$ cat src/rtl/core/gtc_ram.sv
// Simple dual-port RAM, one write and one registered read per cycle
module gtc_ram #(
  parameter int WIDTH = 8,
  parameter int DEPTH = 16,
  localparam int AW = $clog2(DEPTH)
) (
  input  logic             clk,
  input  logic             we,
  input  logic [AW-1:0]    waddr,
  input  logic [WIDTH-1:0] wdata,
  input  logic [AW-1:0]    raddr,
  output logic [WIDTH-1:0] rdata
);

  logic [WIDTH-1:0] mem [DEPTH];

  always_ff @(posedge clk) begin
    if (we) begin
      mem[waddr] <= wdata;
    end
    rdata <= mem[raddr];
  end

endmodule

$ cat config.mk
export PLATFORM = sky130hd
export DESIGN_NAME = gtc_ram
export DESIGN_NICKNAME = d
export VERILOG_FILES = /design/src/rtl/core/gtc_ram.sv
export SDC_FILE = /design/constraint.sdc
export NUM_CORES = 1
export LEC_CHECK = 0
export ABC_CLOCK_PERIOD_IN_PS = 2000
export CORE_UTILIZATION = 40
export CTS_CLUSTER_SIZE = 12
export DETAILED_ROUTE_END_ITERATION = 10
export DONT_BUFFER_PORTS = 1
export PLACE_DENSITY = 0.53
export SYNTH_ARGS = -nofsm -noshare
export SYNTH_HDL_FRONTEND = slang
export SYNTH_SLANG_ARGS = --single-unit
$ cat constraint.sdc
create_clock -name clk -period 2 [get_ports clk]
set_input_delay 0.4 -clock clk [delete_from_list [all_inputs] [get_ports clk]]
set_output_delay 0.4 -clock clk [all_outputs]
set_load 0.1 [all_outputs]
---- Word-level counts from Yosys, hierarchy flattened ----
Memory sizes are Yosys's and may differ from the RTL's. A register that Yosys moved wholly into a read port is not among the register bits.
Index checks and enable logic that the tools add are counted.
W data, S select, Z words.
storage, ports and cells
  bits in registers ....................... 0
  bits in writable memories ............... 128
  input bits .............................. 18
  word-level logic and storage cells ...... 3
  memories kept ........................... 1
cells by class
  mux-type cells .......................... 2
memory list
  memory  depth  width  read ports  clocked after Yosys merged registers in  write ports  line  text
  mem     16     8      1           1                                        1            15    logic [WIDTH-1:0] mem [DEPTH];
operators with widths
  cell     count
  $mux W1  2

---- Logic depth before layout (Yosys ltp) ----
Gate-level depths: netlist of run 1.
  depth in word-level cells ............... 2
  depth in mapped cells ................... 5
  depth with buffers taken out ............ 3

---- Worst setup path before layout of run 1 ----
No wires, ideal clock.
  path kind ............................... input -> register
  from .................................... in waddr[2]
  to ...................................... mem mem[0][0] (enable)
  setup time .............................. 383 ps
  data arrival time ....................... 1510 ps
  required time ........................... 1617 ps
  setup slack ............................. 107 ps
  stages on the path ...................... 2
  buffers on the path ..................... 0
  path through ............................ or3b_2 > nor3_1
RTL lines
  what                line  text
  start: declaration  9     input logic [AW-1:0] waddr,
  end: declaration    15
No word-level cell before the write port.

---- Worst setup path in the final report of run 1 ----
  from .................................... reg rdata[2] (read register of mem)
  to ...................................... out rdata[2]
RTL lines
  what                line  text
  start: declaration  12    output logic [WIDTH-1:0] rdata
No word-level cell between the ends.

==> results.ini, run 1 <==
[setup_path]
path_delay_family=flip-flops
r2r_cells=3
timing.rr.end=rdata[3]
cp_slowest_stage_delay_ps=360
end_kind=output port
path_class=register to output port
reg2reg_from=mem[1][3]
critPathLaunchType=register
cp_cell_sequence=buf_4
critPathMaxFanout=1
crit_buf_inv=1
slowest_stage=dfxtp_1
arrival_ps=1090
regToRegSetupSlack_ps=650
required_ps=1600
crit_path_start=rdata[2]

[clock_tree]
cts.reportedPaths.clkPinSlew_ps=50
clockRootBuffer=clkbuf_16
numCtsBuffers=17
postCtsSetupRepairBufs=0
clockBufferDepth=2
clock-sinks=136
tritoncts=done
cts_hold_buf=0
cts_resized=0
clock_latency_ps=410
htreeDepth=4

[worst_hold_path]
min_to=mem[7][3]
hold_depth=0
hold_class=input port to register
holdCritStartpoint=wdata[3]

[status]
status=complete, no violations

[sta]
hold_viol_final=0
totalNegativeSetupSlack_ps=0
clock_skew_ps=14.31
rsz0062_at_grt=no
fin_crit_sh_pct=74.41
min_period_ps=1488
setup_viol=0
slew_headroom_pct=73.81
worst_slew_pin_slew_ps=392.8
fmax_ghz=0.6719
slew_violations=0
fin_hold_ws_ps=81.32
setup_slack_ps=511.8

[placement]
dp_hpwl_um=6017
placed_area_um2=5472
dp.cells=417
gp_congestion=0.6808
dpl_worst_slack_ps=424.6
numPortBuffers=0

[power_and_ir_drop]
ir_worst_vdd_mv=0.6453
powerDensity_nw_per_um2=1071
p_leak_nw=1.992

[logic_synthesis]
yosys_warnings=0
syn_nets=247
synth_cell_type_count=19
synth-seq-cells=136
synth_cells=229
postSynthAreaPerCell_um2=22.48
syn-cell-area_um2=5147
synth_seq_area_share_pct=77.78

[final_layout]
nets=282
diodes=0
areaGrowthSynthToFinish_pct=16.89
layoutNonFillerInstCount=449
fill_cells=1037
multiInputGateArea_um2=1057
design_area_um2=6017
seq_area_um2=4004
layout-drive-gt1-share_pct=23.83

[die]
num_rows=41
die_h_um=115.4
start_util_pct=40.96
dieArea_um2=13330
io_pins=26
core-area_um2=12570
die_x_um=115.4

[global_routing]
grt_pass1_wl_um=15110
grt_usage_pct=17.04
antenna_found_initial=0
overflow=0
grt_max_degree=33
grt_pass1_vias=2436

[flow_run]
maxCapViolCount=0

[detailed_routing]
wire_per_inst_um=22.45
drt-total-wl_um=10080
drc=0
drtPass1Iterations=4
vias_per_cell=5.200
ant_nets=0
vias=2335
drt_iter0_drc=141

## Yosys cell counts
library cell       n  area, µm²
a22oi_1           16      120.1
and2_1             1      6.260
and2b_1            1      7.510
buf_2              3      15.01
buf_4              1      7.510
buf_6              3      33.78
clkdlybuf4s25_2    3      30.03
dfxtp_1            8      160.2
edfxtp_1         128       3844
mux4_1            14      367.9
mux4_2            18      405.4
nand2_1            9      33.78
nand2b_1           2      12.51
nand3_1            1      5.000
nand3b_1           2      15.01
nor2_1            13      48.80
nor2b_1            1      6.260
nor3_1             4      20.02
or3b_2             1      8.760
## metal layers
metal,track usage (%),share of wire [%]
met1,23.76,45
met2,24.43,46
met3,5.649,7.8
met4,7.706,0.91
met5,0,0
## where the power goes
group | switching (mW) | leakage (nW) | total (mW) | internal [mW]
Clock | 1.03 | 0.262 | 2.89 | 1.86
Combinational | 0.226 | 0.506 | 0.348 | 0.122
Sequential | 0.0179 | 1.22 | 3.21 | 3.19
Total | 1.27 | 1.99 | 6.45 | 5.17
## per-stage QoR
stage	util, %	power (mW)
global route	47.87	6.662
floorplan	-	3.560
detailed placement	43.53	3.618
global placement	43.53	3.615
finish	47.87	6.445
CTS	47.87	6.517
## state kept, by name (all words and copies together) (netlist names)
name and flops:
mem 128, rdata 8
## cells in the final DEF, fill, tap and decap left out, drive strengths merged
| cell type | synthesis | routed |
|---|---|---|
| edfxtp | 128 | 128 |
| clkbuf | 0 | 28 |
| a22oi | 16 | 16 |
| mux4 | 32 | 32 |
| and2 | 1 | 1 |
| nor2 | 13 | 13 |
| nor2b | 1 | 1 |
| dfxtp | 8 | 8 |
| buf | 7 | 26 |
| and2b | 1 | 1 |
| nand2b | 2 | 2 |
| or3b | 1 | 1 |
| clkinv | 0 | 2 |
| nand2 | 9 | 9 |
| nand3b | 2 | 2 |
| nand3 | 1 | 1 |
| nor3 | 4 | 4 |
| bufinv | 0 | 2 |
## cell families after synthesis
family	after synthesis	share of synthesized area (%)
multiplexers	32	15.02
AO/OA/AOI/OAI	16	2.334
flip-flops	136	77.78
buffers and inverters	10	1.677
AND/OR/NAND/NOR	35	3.184
## area by class of cell
cell class	count	area share [%]
sequential	136	66.54
multi-input combinational	83	17.57
clock buffer	28	7.923
tap	172	3.577
timing repair buffer	26	3.244
clock inverter	4	1.144
## worst max-delay path by stage
| stage | endpoint | slack (ps) | depth (start not counted) |
|---|---|---|---|
| floorplan | mem[0][0] | 110 | 2 |
| finish | rdata[2] | 510 | 1 |
| detailed placement | mem[0][5] | 420 | 3 |
| global placement | mem[0][3] | 430 | 3 |
| global route | rdata[2] | 500 | 1 |
| CTS | rdata[2] | 500 | 1 |
Note: power is estimated with default switching activity, not from simulation.
==> inputs of run 2 (changes only) <==
ABC_CLOCK_PERIOD_IN_PS = 1540   (was 2000)
PLACE_DENSITY = 0.51   (was 0.53)
clock period = 1.54 ns   (was 2 ns; I/O delays follow)
==> run 2 against run 1 <==
Final cell count is 1.6% higher. Critical path depth stayed put. Clock-buffer cell count is 9 lower. Register-to-register slack worse by 490 ps. Combinational power is 48% higher. Via count is 2.5% higher. Critical path type unchanged.
==> results.ini, run 2 (synthesized netlist as in run 1, its figures left out) <==
[final_layout]
areaGrowthSynthToFinish_pct=19.23
fill_cells=1033  ; -0.39%
diodes=0  ; unchanged
layout_common_cells=edfxtp_1, buf_4, mux4_2
largest_reg_flops=128  ; unchanged
seq_area_um2=4004  ; unchanged
final_core_util_pct=48.83  ; +0.96 points
reg_top3=mem: 128 flops, rdata: 8 flops
final_common_cell=edfxtp_1
nets=289  ; +2.5%
top_register=mem
multiInputGateArea_um2=1062  ; +0.47%
layout-drive-gt1-share_pct=25.70  ; +1.9 points

[setup_path]
cp_cell_sequence=buf_4
regToRegSetupSlack_ps=160  ; -490 ps
required_ps=1230  ; -370 ps
path_delay_family=flip-flops
arrival_ps=1100  ; about the same
path_class=register to output port
end_kind=output port
critPathLaunchType=register
slowest_stage=dfxtp_1
critPathMaxFanout=1  ; unchanged
cp_slowest_stage_delay_ps=370  ; about the same
crit_buf_inv=1  ; unchanged

[sta]
fin_crit_sh_pct=91.14
slew_violations=0  ; unchanged
hold_viol_final=0  ; unchanged
clock_skew_ps=7.218  ; -7.090 ps
fmax_ghz=0.7125
slew_headroom_pct=56.66  ; -17 points
rsz0062_at_grt=no
worst_slew_pin_slew_ps=647.7  ; +254.8 ps
setup_viol=0  ; unchanged
min_period_ps=1403

[clock_tree]
cts_resized=0  ; unchanged
tritoncts=done
clock-sinks=136  ; unchanged
numCtsBuffers=17  ; unchanged
cts.reportedPaths.clkPinSlew_ps=60  ; about the same
clockBufferDepth=2  ; unchanged
postCtsSetupRepairBufs=0  ; unchanged
clock_latency_ps=410  ; about the same
htreeDepth=4  ; unchanged
clockRootBuffer=clkbuf_16

[global_routing]
overflow=0  ; unchanged
antenna_found_initial=0  ; unchanged
grt_max_degree=33  ; unchanged
grt_pass1_vias=2481  ; +1.8%
grt_usage_pct=17.57  ; +0.54 points
grt_pass1_wl_um=15560  ; +3.0%

[die]
dieArea_um2=13330  ; unchanged
start_util_pct=40.96  ; unchanged
die_x_um=115.4  ; unchanged
io_pins=26  ; unchanged
die_h_um=115.4  ; unchanged
num_rows=41  ; unchanged
core-area_um2=12570  ; unchanged

[placement]
dp_hpwl_um=6363  ; +5.7%
numPortBuffers=0  ; unchanged
gp_congestion=0.7098  ; +4.3%

[detailed_routing]
ant_nets=0  ; unchanged
drt-total-wl_um=10350  ; +2.7%
drc=0  ; unchanged
vias_per_cell=5.250  ; +0.95%
drtPass1Iterations=4  ; unchanged
vias=2394  ; +2.5%
wire_per_inst_um=22.70  ; +1.1%
drt_iter0_drc=204  ; +45%

[flow_run]
maxCapViolCount=0  ; unchanged

[worst_hold_path]
hold_class=input port to register

[power_and_ir_drop]
powerDensity_nw_per_um2=1412  ; +32%
ir_worst_vdd_mv=0.7012  ; +8.7%
p_leak_nw=2.033  ; +2.1%
total_power_mw=8.666  ; +34%

[status]
status=complete, no violations

[run 2: stage by stage]
stage	hold WS (ps)	instances	TNS, ps	worst slack (ps)	cell area, µm²
global route	200.6	456	0	88.09	6137
CTS	169.6	456	0	119.0	6137
detailed placement	407.7	416	0	73.71	5469
finish	190.0	456	0	136.5	6137
floorplan	406.9	229	-959.0	-34.15	5152
global placement	407.6	416	0	55.97	5469
[run 2: area by class of cell]
class	instances	share of cell area, %
sequential	136	65.24
clock buffer	19	7.054
clock inverter	13	2.528
multi-input combinational	83	17.31
timing repair buffer	33	4.363
tap	172	3.507
[run 2: layer usage]
metal | up-vias | part of all wire, % | GRT usage [%]
met3 | 12 | 6.3 | 6.433
met5 | - | 0 | 0
li1 | 1063 | - | -
met1 | 1248 | 46 | 24.68
met2 | 71 | 46 | 25.35
met4 | 0 | 1.2 | 6.147
[run 2: path summary, 6_finish.rpt]
| path | to | depth (start not counted) | from |
|---|---|---|---|
| setup / recovery | rdata[4] | 1 | rdata[4] |
| hold / removal | rdata[3] | 3 | raddr[1] |
| setup reg to reg | rdata[0] | 3 | mem[1][0] |
| hold reg to reg | rdata[3] | 3 | mem[4][3] |
[run 2: power breakdown]
part	switching [mW]	total (mW)	internal, mW
clock	1.46	3.99	2.53
combinational	0.345	0.515	0.170
sequential	0.0239	4.16	4.14
total	1.83	8.67	6.84
[run 2: repair_timing]
action	in CTS	in global routing
setup endpoints to repair	0	0
hold endpoints to repair	128	0
hold buffers	8	0
