$ cat src/rtl/core/gtc_pkg.sv
package gtc_pkg;

  // Fixed field widths
  localparam int ID_W  = 10;
  localparam int CNT_W = 26;
  // Wide enough to hold any node count in range
  localparam int CMP_W = 17;

  localparam int DEF_NODES   = 1024;
  localparam int DEF_MAX_DEG = 32;

  localparam logic [CNT_W-1:0] CNT_MAX = {CNT_W{1'b1}};

  // Command codes
  typedef enum logic {
    FUNC_APPEND = 1'b0,
    FUNC_COUNT  = 1'b1
  } func_t;

  typedef struct packed {
    func_t           func;
    logic [ID_W-1:0] src_node;
    logic [ID_W-1:0] dst_node;
  } cmd_t;

  typedef struct packed {
    logic [CNT_W-1:0] triangle_count;
    logic             overflow;
  } result_t;

  // Walker status back to the control
  typedef struct packed {
    logic             done;
    logic [CNT_W-1:0] total;
  } walk_stat_t;

endpackage

$ cat src/rtl/core/gtc_walk.sv
// Walk sequencer: nested scan n -> a -> b -> c over the two memories.
// Each memory read has an issue state and a data state.
module gtc_walk #(
  parameter int NODES   = gtc_pkg::DEF_NODES,
  parameter int MAX_DEG = gtc_pkg::DEF_MAX_DEG,
  localparam int NODE_W = $clog2(NODES),
  localparam int LEN_W  = $clog2(MAX_DEG + 1),
  localparam int ADDR_W = $clog2(NODES * MAX_DEG)
) (
  input  logic                     clk,
  input  logic                     rst,
  input  logic                     start,
  input  logic [LEN_W-1:0]         len_rdata,
  input  logic [gtc_pkg::ID_W-1:0] adj_rdata,
  output logic [NODE_W-1:0]        len_raddr,
  output logic [ADDR_W-1:0]        adj_raddr,
  output gtc_pkg::walk_stat_t      stat
);

  localparam int ID_W  = gtc_pkg::ID_W;
  localparam int CMP_W = gtc_pkg::CMP_W;
  localparam int CNT_W = gtc_pkg::CNT_W;
  localparam logic [CMP_W-1:0]  NODES_C = CMP_W'(NODES);
  localparam logic [NODE_W-1:0] LAST_N  = NODE_W'(NODES - 1);
  localparam logic [ADDR_W-1:0] DEG_C   = ADDR_W'(MAX_DEG);

  typedef enum logic [3:0] {
    W_IDLE, W_N_RD, W_N_DAT, W_I, W_I_DAT, W_A_DAT,
    W_J, W_J_DAT, W_B_DAT, W_K, W_K_DAT, W_DONE
  } wstate_t;

  wstate_t           state;
  logic [NODE_W-1:0] n;
  logic [ID_W-1:0]   a;
  logic [LEN_W-1:0]  dn, da, db;
  logic [LEN_W-1:0]  i, j, k;
  logic [ADDR_W-1:0] base_n, base_a, base_b;
  logic [CNT_W-1:0]  total;
  logic              done;

  function automatic logic id_ok(input logic [ID_W-1:0] id);
    return CMP_W'(id) < NODES_C;
  endfunction

  function automatic logic is_n(input logic [ID_W-1:0] id, input logic [NODE_W-1:0] nd);
    return CMP_W'(id) == CMP_W'(nd);
  endfunction

  // Read addresses
  always_comb begin
    len_raddr = n;
    adj_raddr = base_n + ADDR_W'(i);
    case (state)
      W_I_DAT: len_raddr = NODE_W'(adj_rdata);
      W_J_DAT: len_raddr = NODE_W'(adj_rdata);
      W_J:     adj_raddr = base_a + ADDR_W'(j);
      W_K:     adj_raddr = base_b + ADDR_W'(k);
      default: ;
    endcase
  end

  always_ff @(posedge clk) begin
    if (rst) begin
      state <= W_IDLE;
      done  <= 1'b0;
    end else begin
      done <= 1'b0;
      case (state)
        W_IDLE: begin
          if (start) begin
            n     <= '0;
            total <= '0;
            state <= W_N_RD;
          end
        end
        W_N_RD: begin
          base_n <= ADDR_W'(n) * DEG_C;
          state  <= W_N_DAT;
        end
        W_N_DAT: begin
          dn    <= len_rdata;
          i     <= '0;
          state <= W_I;
        end
        W_I: begin
          if (i == dn) begin
            if (n == LAST_N) begin
              state <= W_DONE;
            end else begin
              n     <= n + 1'b1;
              state <= W_N_RD;
            end
          end else begin
            state <= W_I_DAT;
          end
        end
        // Neighbor a: skip self loops and ids with no list
        W_I_DAT: begin
          a <= adj_rdata;
          if (is_n(adj_rdata, n) || !id_ok(adj_rdata)) begin
            i     <= i + 1'b1;
            state <= W_I;
          end else begin
            base_a <= ADDR_W'(NODE_W'(adj_rdata)) * DEG_C;
            state  <= W_A_DAT;
          end
        end
        W_A_DAT: begin
          da    <= len_rdata;
          j     <= '0;
          state <= W_J;
        end
        W_J: begin
          if (j == da) begin
            i     <= i + 1'b1;
            state <= W_I;
          end else begin
            state <= W_J_DAT;
          end
        end
        // Neighbor b: skip n, a and ids with no list
        W_J_DAT: begin
          if (is_n(adj_rdata, n) || adj_rdata == a || !id_ok(adj_rdata)) begin
            j     <= j + 1'b1;
            state <= W_J;
          end else begin
            base_b <= ADDR_W'(NODE_W'(adj_rdata)) * DEG_C;
            state  <= W_B_DAT;
          end
        end
        W_B_DAT: begin
          db    <= len_rdata;
          k     <= '0;
          state <= W_K;
        end
        W_K: begin
          if (k == db) begin
            j     <= j + 1'b1;
            state <= W_J;
          end else begin
            state <= W_K_DAT;
          end
        end
        // Closing edge back to n, saturating count
        W_K_DAT: begin
          if (is_n(adj_rdata, n) && total != gtc_pkg::CNT_MAX) begin
            total <= total + 1'b1;
          end
          k     <= k + 1'b1;
          state <= W_K;
        end
        W_DONE: begin
          done  <= 1'b1;
          state <= W_IDLE;
        end
        default: state <= W_IDLE;
      endcase
    end
  end

  assign stat = '{done: done, total: total};

endmodule

$ cat config.mk
export PLATFORM = sky130hd
export DESIGN_NAME = gtc_walk
export DESIGN_NICKNAME = d
export VERILOG_FILES = /design/src/rtl/core/gtc_pkg.sv /design/src/rtl/core/gtc_walk.sv
export SDC_FILE = /design/constraint.sdc
export NUM_CORES = 1
export LEC_CHECK = 0
export ABC_AREA = 0
export BUFFER_PORTS_ARGS = -buffer_cell sky130_fd_sc_hd__clkbuf_2
export CORE_AREA = 2 2 106 108
export CTS_CLUSTER_DIAMETER = 80
export CTS_CLUSTER_SIZE = 12
export DETAILED_ROUTE_END_ITERATION = 12
export DIE_AREA = 0 0 108 110
export GPL_TIMING_DRIVEN = 1
export HOLD_SLACK_MARGIN = 0.1
export PLACE_DENSITY = 0.78
export SLEW_MARGIN = 25
export SYNTH_ARGS = -nofsm -noshare
export SYNTH_HDL_FRONTEND = slang
export SYNTH_SLANG_ARGS = --single-unit
$ cat constraint.sdc
create_clock -name clk -period 4.1 [get_ports clk]
set_clock_uncertainty 0.15 [all_clocks]
set_input_delay 0.82 -clock clk [delete_from_list [all_inputs] [get_ports clk]]
set_output_delay 0.82 -clock clk [all_outputs]
set_load 0.1 [all_outputs]
# Yosys cells after proc, flatten, opt, wreduce, memory -nomap -nowiden
# Index checks and enable logic that the tools add are counted.
[word_totals]
ff_bits = 117
in_bits = 19
output_inout_bits = 52
wordCells = 98
[classes]
n_addsub = 8
eq_ne = 26
muxes = 25
bitwise_logic = 3
reduce_logical = 22
[op_table]
columns = ["op", "n"]
rows = [
  ["$mux W26", 2],
  ["$pmux W26 S2", 1],
  ["$add A15 B6 Y15", 3],
  ["$mux W10", 4],
  ["$pmux W4 S10", 1],
  ["$pmux W6 S3", 2],
  ["$pmux W15 S2", 1],
  ["$add A26 B1 Y26 const B", 1],
  ["$ne A26 B26 Y1 const B", 1],
  ["$mux W6", 4],
  ["$eq A10 B10 Y1", 2],
  ["$mux W4", 5],
  ["$pmux W10 S2", 1],
  ["$add A6 B1 Y6 const B", 3],
  ["$eq A6 B6 Y1", 3],
  ["$eq A4 B3 Y1 const B", 4],
  ["$eq A4 B4 Y1 const B", 4],
  ["$ne A2 B2 Y1 const B", 8],
  ["$pmux W6 S2", 1],
  ["$reduce_and A2 Y1", 6],
  ["$reduce_and A4 Y1", 3],
  ["$add A10 B1 Y10 const B", 1],
  ["$eq A10 B10 Y1 const B", 1],
  ["$eq A4 B2 Y1 const B", 2],
  ["other kinds (12)", 20],
]

# Logic depth before layout (Yosys ltp)
# Gate-level depths: netlist (run 1).
[logic_depth]
word_depth = 4
mapped_depth = 7
depth_no_buf = 7

# Worst setup path after synthesis (run 1)
# OpenSTA, ideal clock, no wires.
[synth_timing]
kind = "register to output"
startpoint = "register i[5]"
endpoint = "output port adj_raddr[11]"
arrival_ns = 3.443
t_required_ns = 3.130
slack_ns = -0.313
path_stages_with_launch = 7
n_path_buf = 0
cell_sequence = "edfxtp_1 > ha_1 > ha_1 > inv_1 > or3_1 > xor2_1 > o21ai_0"
[synth_between]
elab_chain_len = 2
[synth_lines]
columns = ["item", "line_no", "source"]
rows = [
  ["start, declared", "gtc_walk.sv:36", "logic [LEN_W-1:0] i, j, k;"],
  ["start signal, assigned", "gtc_walk.sv:101", "i <= i + 1'b1;"],
  ["start signal, assigned", "gtc_walk.sv:115", "i <= i + 1'b1;"],
  ["$add A15 B6 Y15", "gtc_walk.sv:52", "adj_raddr = base_n + ADDR_W'(i);"],
  ["$pmux W15 S2", "gtc_walk.sv:53", "case (state)"],
  ["end, declared", "gtc_walk.sv:16", "output logic [ADDR_W-1:0] adj_raddr,"],
]
# Every way passes these cells.

# Worst setup path after layout (run 1)
[layout_timing]
startpoint = "register state[0]"
endpoint = "output port len_raddr[5]"
[layout_between]
elab_chain_len = 3
elab_cells_between_ends = 4
cone_classes = "eq/ne (2); mux (1); reduce/logical (1)"
[layout_lines]
columns = ["item", "line_no", "source"]
rows = [
  ["start, declared", "gtc_walk.sv:32", "wstate_t state;"],
  ["start signal, assigned", "gtc_walk.sv:64", "state <= W_IDLE;"],
  ["start signal, assigned", "gtc_walk.sv:73", "state <= W_N_RD;"],
  ["start signal, assigned", "gtc_walk.sv:78", "state <= W_N_DAT;"],
  ["$eq A4 B3 Y1", "gtc_walk.sv:53", ""],
  ["$reduce_or A2 Y1 (no line) *", "-", ""],
  ["$mux W10 *", "gtc_walk.sv:53", ""],
  ["end, declared", "gtc_walk.sv:15", "output logic [NODE_W-1:0] len_raddr,"],
]
# Mark *: on every way between the ends. The rest lies on a longest branch, timed or not.

==> results of run 1 <==
## worst max path at each step
stage / slack, ps / end / startpoint / cells after the start
after floorplan: 9 / len_raddr[4] / state[1] / 5
after global placement: 890 / adj_raddr[14] / state[0] / 6
after detailed placement: 800 / adj_raddr[14] / state[0] / 6
after CTS: 230 / adj_raddr[14] / state[0] / 6
after global routing: 180 / len_raddr[5] / state[0] / 4
final: 300 / len_raddr[5] / state[0] / 4
## flip-flops by register name, indices dropped and copies added, names as in the netlist, 10 cells and up
signal  flops
total      26
a          10
base_a     10
base_b     10
base_n     10
n          10
## cell type report
cell class / instances / area (um^2)
clock buffer: 23 / 466.7
clock inverter: 9 / 127.6
fill: 796 / 3378
inverter: 8 / 30.03
multi-input combinational: 402 / 2646
sequential: 117 / 3463
tap: 140 / 175.2
timing repair buffer: 78 / 410.4
## power by group through the flow
| stage | sequential (uW) | clock [uW] | combinational, uW |
|---|---|---|---|
| floorplan | 1460 | 0 | 177 |
| global placement | 1400 | 0 | 309 |
| CTS | 1370 | 1490 | 315 |
| global route | 1380 | 1550 | 331 |
| detailed placement | 1400 | 0 | 313 |
| finish | 1380 | 1480 | 317 |
## cell usage after synthesis (11+ instances only)
master      n
a21oi_1    11
nand2_1    47
edfxtp_1  112
nand3_1    35
xnor2_1    54
a22oi_1    15
and3_1     12
nor3_1     13
ha_1       11
nor2_1     61
xor2_1     46
clkbuf_1   11
nand4_1    15
o21ai_0    14
## timing repair
item / in CTS / in global routing
hold buffers: 0 / 0
endpoints found under the setup margin: 0 / 1
gates resized for setup: 0 / 1
## through the flow
stage               instance area [um^2]  hold WS, ps
CTS                                 7308        347.3
finish                              7320        350.6
detailed placement                  6714        420.7
global placement                    6714        412.7
floorplan                           6230        270.6
global route                        7320        347.7
## cells by family (layout without fill, tap and decap cells)
family | Yosys count | in the layout
adders and majority gates | 11 | 11
xor gates and xnor gates | 101 | 101
DFF | 117 | 117
and+or+nand+nor | 225 | 225
muxes | 8 | 8
buffers and inverters | 30 | 118
AOI/OAI and AO/OA | 57 | 57
## per-layer routing
metal	wire length, um	track usage (%)	up-vias
met5	0	0	-
met4	254	8.425	0
met3	1058	6.055	25
met2	6905	40.57	207
met1	6106	35.25	2216
li1	-	-	2148
==> impl_metrics.env, run 1 <==
export IMPL_groute_usage_overall_pct=25.63
export IMPL_grt_antenna_before_repair=0
export IMPL_dp_slack_ps=804.3
export IMPL_grt_overflow=0
export IMPL_finalCoreUtilization_pct=68.42
export IMPL_avgRoutedWirePerCell_um=18.43
export IMPL_die_h_um=110
export IMPL_yosysTopAreaCellShare_pct=54.03
export IMPL_gp_congestion=0.8966
export IMPL_htree_levels=4
export IMPL_p_comb_share_pct=10.0
export IMPL_worst_slack_ps=301.1
export IMPL_post_route_min_period_ps=3799
export IMPL_status="completed"
export IMPL_numCtsBuffers=17
export IMPL_critical_path_buf_inv_count=1
export IMPL_power_uw=3171
export IMPL_dr_pass1_iters=7
export IMPL_synth_edf_count=112
export IMPL_dp_cells=745
export IMPL_synthAdderAreaFrac_pct=2.211
export IMPL_r2r_slack_ps=1170
export IMPL_die_w_um=108
export IMPL_p_leak_uw=0.002575
export IMPL_io_pins=71
export IMPL_yosys_top_cells_area="edfxtp_1 54%, xnor2_1 7.6%, xor2_1 6.5%"
export IMPL_cp_start_kind="flop"
export IMPL_fin_crit_sh_pct=92.66
export IMPL_detail_route_antenna_nets=0
export IMPL_synth_top_area_cell="edfxtp_1"
export IMPL_switchingPower_uw=800.1
export IMPL_cts_tree="built"
export IMPL_root_buffer="clkbuf_8"
export IMPL_crit_arrival_ps=2830
export IMPL_clk_path_buf_depth=2
export IMPL_synth_compound_area_share_pct=5.950
export IMPL_synthXorXnorAreaFrac_pct=14.33
export IMPL_layout_drive_gt1_share_pct=20.09
export IMPL_synth_top_family_by_area="simple AND/OR/NAND/NOR gates"
export IMPL_setup_tns_final_ps=0
export IMPL_core_um2=10700
export IMPL_hpwl_mm=10.02
export IMPL_reg2reg_from="state[0]"
export IMPL_yosysWarnings=0
export IMPL_r2r_end="i[3]"
export IMPL_numClockSinks=117
export IMPL_slowest_stage="dfxtp_1"
export IMPL_crit_type="reg -> out"
export IMPL_mostFrequentLayoutCell="edfxtp_1"
export IMPL_start_util_pct=58.19
export IMPL_min_path_type="in -> reg"
export IMPL_setup_viol=0
export IMPL_die_area_um2=11880
export IMPL_yosysSeqAreaShare_pct=55.64
export IMPL_final_cell_mix="112 x edfxtp_1, 70 x clkbuf_2, 60 x nor2_1, 54 x xnor2_1, 47 x nand2_1"
export IMPL_clock_latency_ps=540
export IMPL_p_clk_share_pct=46.6
export IMPL_p_per_area_nw_per_um2=433.2
export IMPL_async_flop_share_pct=0
export IMPL_cap_violations=0
export IMPL_yosys_cell_types_count=48
export IMPL_critPathMaxFanout=16
export IMPL_switching_share_pct=25.23
export IMPL_drc=0
export IMPL_pwr_share_seq_pct=43.4
export IMPL_synth_simple_area_share_pct=18.15
export IMPL_ff2ff_path_depth=6
export IMPL_crit_family="simple AND/OR/NAND/NOR gates"
export IMPL_routed_wl_mm=14.32
export IMPL_synth_area_um2=6225
export IMPL_rows=38
export IMPL_min_delay_path_depth=1
export IMPL_vdd_drop_max_uv=313.1
export IMPL_grt_max_degree=31
export IMPL_finalHoldViolations=0
export IMPL_end_kind="primary output"
export IMPL_synth_flop_cell="edfxtp_1"
export IMPL_postCtsSetupRepairBufs=0
export IMPL_worst_slew_pin_slew_ps=842.2
export IMPL_rsz0062_at_grt="no"
export IMPL_clk_pin_slew_ps=50
export IMPL_holdCritStartpoint="len_rdata[5]"
export IMPL_slew_viol_final=0
export IMPL_grt_pass1_wl_mm=22.81
export IMPL_grt_pass1_vias=4349
export IMPL_netlist_instances=549
export IMPL_max_freq_ghz=0.2632
export IMPL_synth_mux_area_share_pct=1.447
export IMPL_fin_nets=654
export IMPL_path_cells="nand2b_1, and3_1, mux2_2, clkbuf_2"
export IMPL_ys_ff_latch=117
export IMPL_relSlewSlack_pct=43.42
export IMPL_min_to="dn[5]"
export IMPL_syn_to_final_growth_pct=17.59
export IMPL_cpPeakStageDelay_ps=580
export IMPL_viasPerCell=5.915
export IMPL_num_antenna_cells=0
export IMPL_avgSynthCellArea_um2=11.34
export IMPL_syn_num_nets=579
export IMPL_drt_iter0_markers=460
export IMPL_required_ps=3130
export IMPL_port_buffers=70
export IMPL_stdcell_count=777
export IMPL_p_int_uw=2371
export IMPL_num_vias=4596
(Power assumes the default switching activity.)
==> run 2: changes to the inputs <==
--- a/config.mk
+++ b/config.mk
@@ -6,12 +6,12 @@
 export NUM_CORES = 1
 export LEC_CHECK = 0
 export ABC_AREA = 0
-export BUFFER_PORTS_ARGS = -buffer_cell sky130_fd_sc_hd__clkbuf_2
-export CORE_AREA = 2 2 106 108
+export CORE_AREA = 2 2 102 104
 export CTS_CLUSTER_DIAMETER = 80
 export CTS_CLUSTER_SIZE = 12
 export DETAILED_ROUTE_END_ITERATION = 12
-export DIE_AREA = 0 0 108 110
+export DIE_AREA = 0 0 104 106
+export DONT_BUFFER_PORTS = 1
 export GPL_TIMING_DRIVEN = 1
 export HOLD_SLACK_MARGIN = 0.1
 export PLACE_DENSITY = 0.78
==> run 2 against run 1 <==
- critical path depth decreased by 1
- global-route usage up 1.6 points
- combinational power down 5%
- worst hold slack worse by 120 ps
- sequential share of layout area is 0.32 points higher
- worst setup slack worse by 73 ps
- sequential power barely moved
- largest cell class unchanged
- routed wire length down 0.79%
==> impl_metrics.env, run 2 (synthesized netlist as in run 1, its figures left out) <==
export IMPL_gp_congestion=0.9315
export IMPL_rows=37
export IMPL_status="completed"
export IMPL_numClockSinks=117
export IMPL_worst_slew_pin_slew_ps=1114
export IMPL_setup_tns_final_ps=0
export IMPL_num_vias=4489
export IMPL_post_route_min_period_ps=3872
export IMPL_worst_slack_ps=227.8
export IMPL_start_util_pct=62.25
export IMPL_drc=0
export IMPL_die_area_um2=11020
export IMPL_p_leak_uw=0.002465
export IMPL_dr_pass1_iters=5
export IMPL_vdd_drop_max_uv=342.4
export IMPL_cp_start_kind="flop"
export IMPL_core_um2=10000
export IMPL_grt_pass1_wl_mm=22.76
export IMPL_grt_antenna_before_repair=0
export IMPL_crit_type="reg -> out"
export IMPL_cpPeakStageDelay_ps=960
export IMPL_hpwl_mm=10.05
export IMPL_numCtsBuffers=17
export IMPL_die_w_um=104
export IMPL_grt_overflow=0
export IMPL_dp_slack_ps=834.5
export IMPL_finalHoldViolations=0
export IMPL_largest_register="total"
export IMPL_routed_wl_mm=14.21
export IMPL_postCtsSetupRepairBufs=0
export IMPL_clk_pin_slew_ps=60
export IMPL_die_h_um=106
export IMPL_dp_cells=705
export IMPL_rsz0062_at_grt="no"
export IMPL_ff2ff_path_depth=6
export IMPL_setup_viol=0
export IMPL_num_antenna_cells=0
export IMPL_fin_nets=618
export IMPL_crit_arrival_ps=2900
export IMPL_fillers=696
export IMPL_r2r_end="i[3]"
export IMPL_viasPerCell=6.091
export IMPL_largest_register_ffs=26
export IMPL_cp_endpoint="adj_raddr[8]"
export IMPL_port_buffers=0
export IMPL_syn_to_final_growth_pct=16.80
export IMPL_cts_tree="built"
export IMPL_end_kind="primary output"
export IMPL_cap_violations=0
export IMPL_r2r_slack_ps=1130
export IMPL_hold_ws_ps=233.8
export IMPL_path_cells="nand2b_1, o22ai_1, o21ai_2"
export IMPL_fin_crit_sh_pct=94.44
export IMPL_groute_usage_overall_pct=27.23
export IMPL_clk_path_buf_depth=2
export IMPL_stdcell_count=737
export IMPL_mostFrequentLayoutCell="edfxtp_1"
export IMPL_htree_levels=4
export IMPL_min_path_type="in -> reg"
export IMPL_io_pins=71
export IMPL_detail_route_antenna_nets=0
export IMPL_grt_max_degree=31
export IMPL_critPathMaxFanout=16
export IMPL_final_cell_mix="112 x edfxtp_1, 61 x nor2_1, 54 x xnor2_1, 47 x nand2_1, 46 x xor2_1"
export IMPL_post_cts_resized=0
export IMPL_p_per_area_nw_per_um2=432.4
export IMPL_reg2reg_from="state[0]"
export IMPL_clock_latency_ps=530
export IMPL_slew_viol_final=0
export IMPL_slowest_stage="o21ai_2"
export IMPL_relSlewSlack_pct=25.94
export IMPL_layout_drive_gt1_share_pct=16.64
export IMPL_power_uw=3144
export IMPL_max_freq_ghz=0.2583
export IMPL_hold_buffers=0
export IMPL_drt_iter0_markers=444
export IMPL_required_ps=3130
export IMPL_grt_pass1_vias=4392
export IMPL_startpoint="state[0]"
export IMPL_root_buffer="clkbuf_8"
export IMPL_avgRoutedWirePerCell_um=19.28
-- run 2: cell count changes in the layout (fill, tap and decap cells not counted), sizes merged --
| cell | before | now |
|---|---|---|
| buf | 8 | 42 |
| clkbuf | 93 | 23 |
| clkinv | 3 | 5 |
| clkinvlp | 3 | 1 |
-- run 2: per-layer routing --
layer,track usage (%),part of all wire [%]
met1,35.06,41
met2,42.25,47
met3,8.706,8.7
met4,12.84,2.9
met5,0,0
-- run 2: stage by stage --
stage | utilization (%) | area [um^2]
detailed placement | 66.67 | 6666
global placement | 66.53 | 6653
CTS | 72.59 | 7258
global route | 72.71 | 7271
floorplan | - | 6230
finish | 72.71 | 7271
-- run 2: area by class of cell --
type | count | area (um^2) | share of cell area [%]
Inverter | 8 | 30.03 | 0.4130
Sequential cell | 117 | 3463 | 47.63
Timing Repair Buffer | 42 | 315.3 | 4.337
Multi-Input combinational cell | 402 | 2700 | 37.14
Clock buffer | 23 | 466.7 | 6.419
Clock inverter | 9 | 125.1 | 1.721
Tap cell | 136 | 170.2 | 2.340
-- run 2: worst min path at each step --
| stage | startpoint | end | slack (ps) | cells after the start |
|---|---|---|---|---|
| 2_1_floorplan | n[2] | base_n[7] | 270 | 0 |
| 5_1_grt | adj_rdata[1] | a[1] | 210 | 0 |
| 4_1_cts | len_rdata[5] | dn[5] | 210 | 0 |
| 3_3_place_gp | n[7] | base_n[12] | 420 | 0 |
| 6_report | adj_rdata[4] | base_b[9] | 230 | 0 |
| 3_5_place_dp | n[4] | base_n[9] | 430 | 0 |
-- run 2: worst max-delay path, delay by kind of cell, from the launching register on --
family	cells	cell delay, ps
simple gates	1	380
flops	1	640
compound gates	2	1340
-- run 2: power by group --
group          internal, uW  switching (uW)
registers              1340            35.6
logic                  64.2             237
clock network           969             501
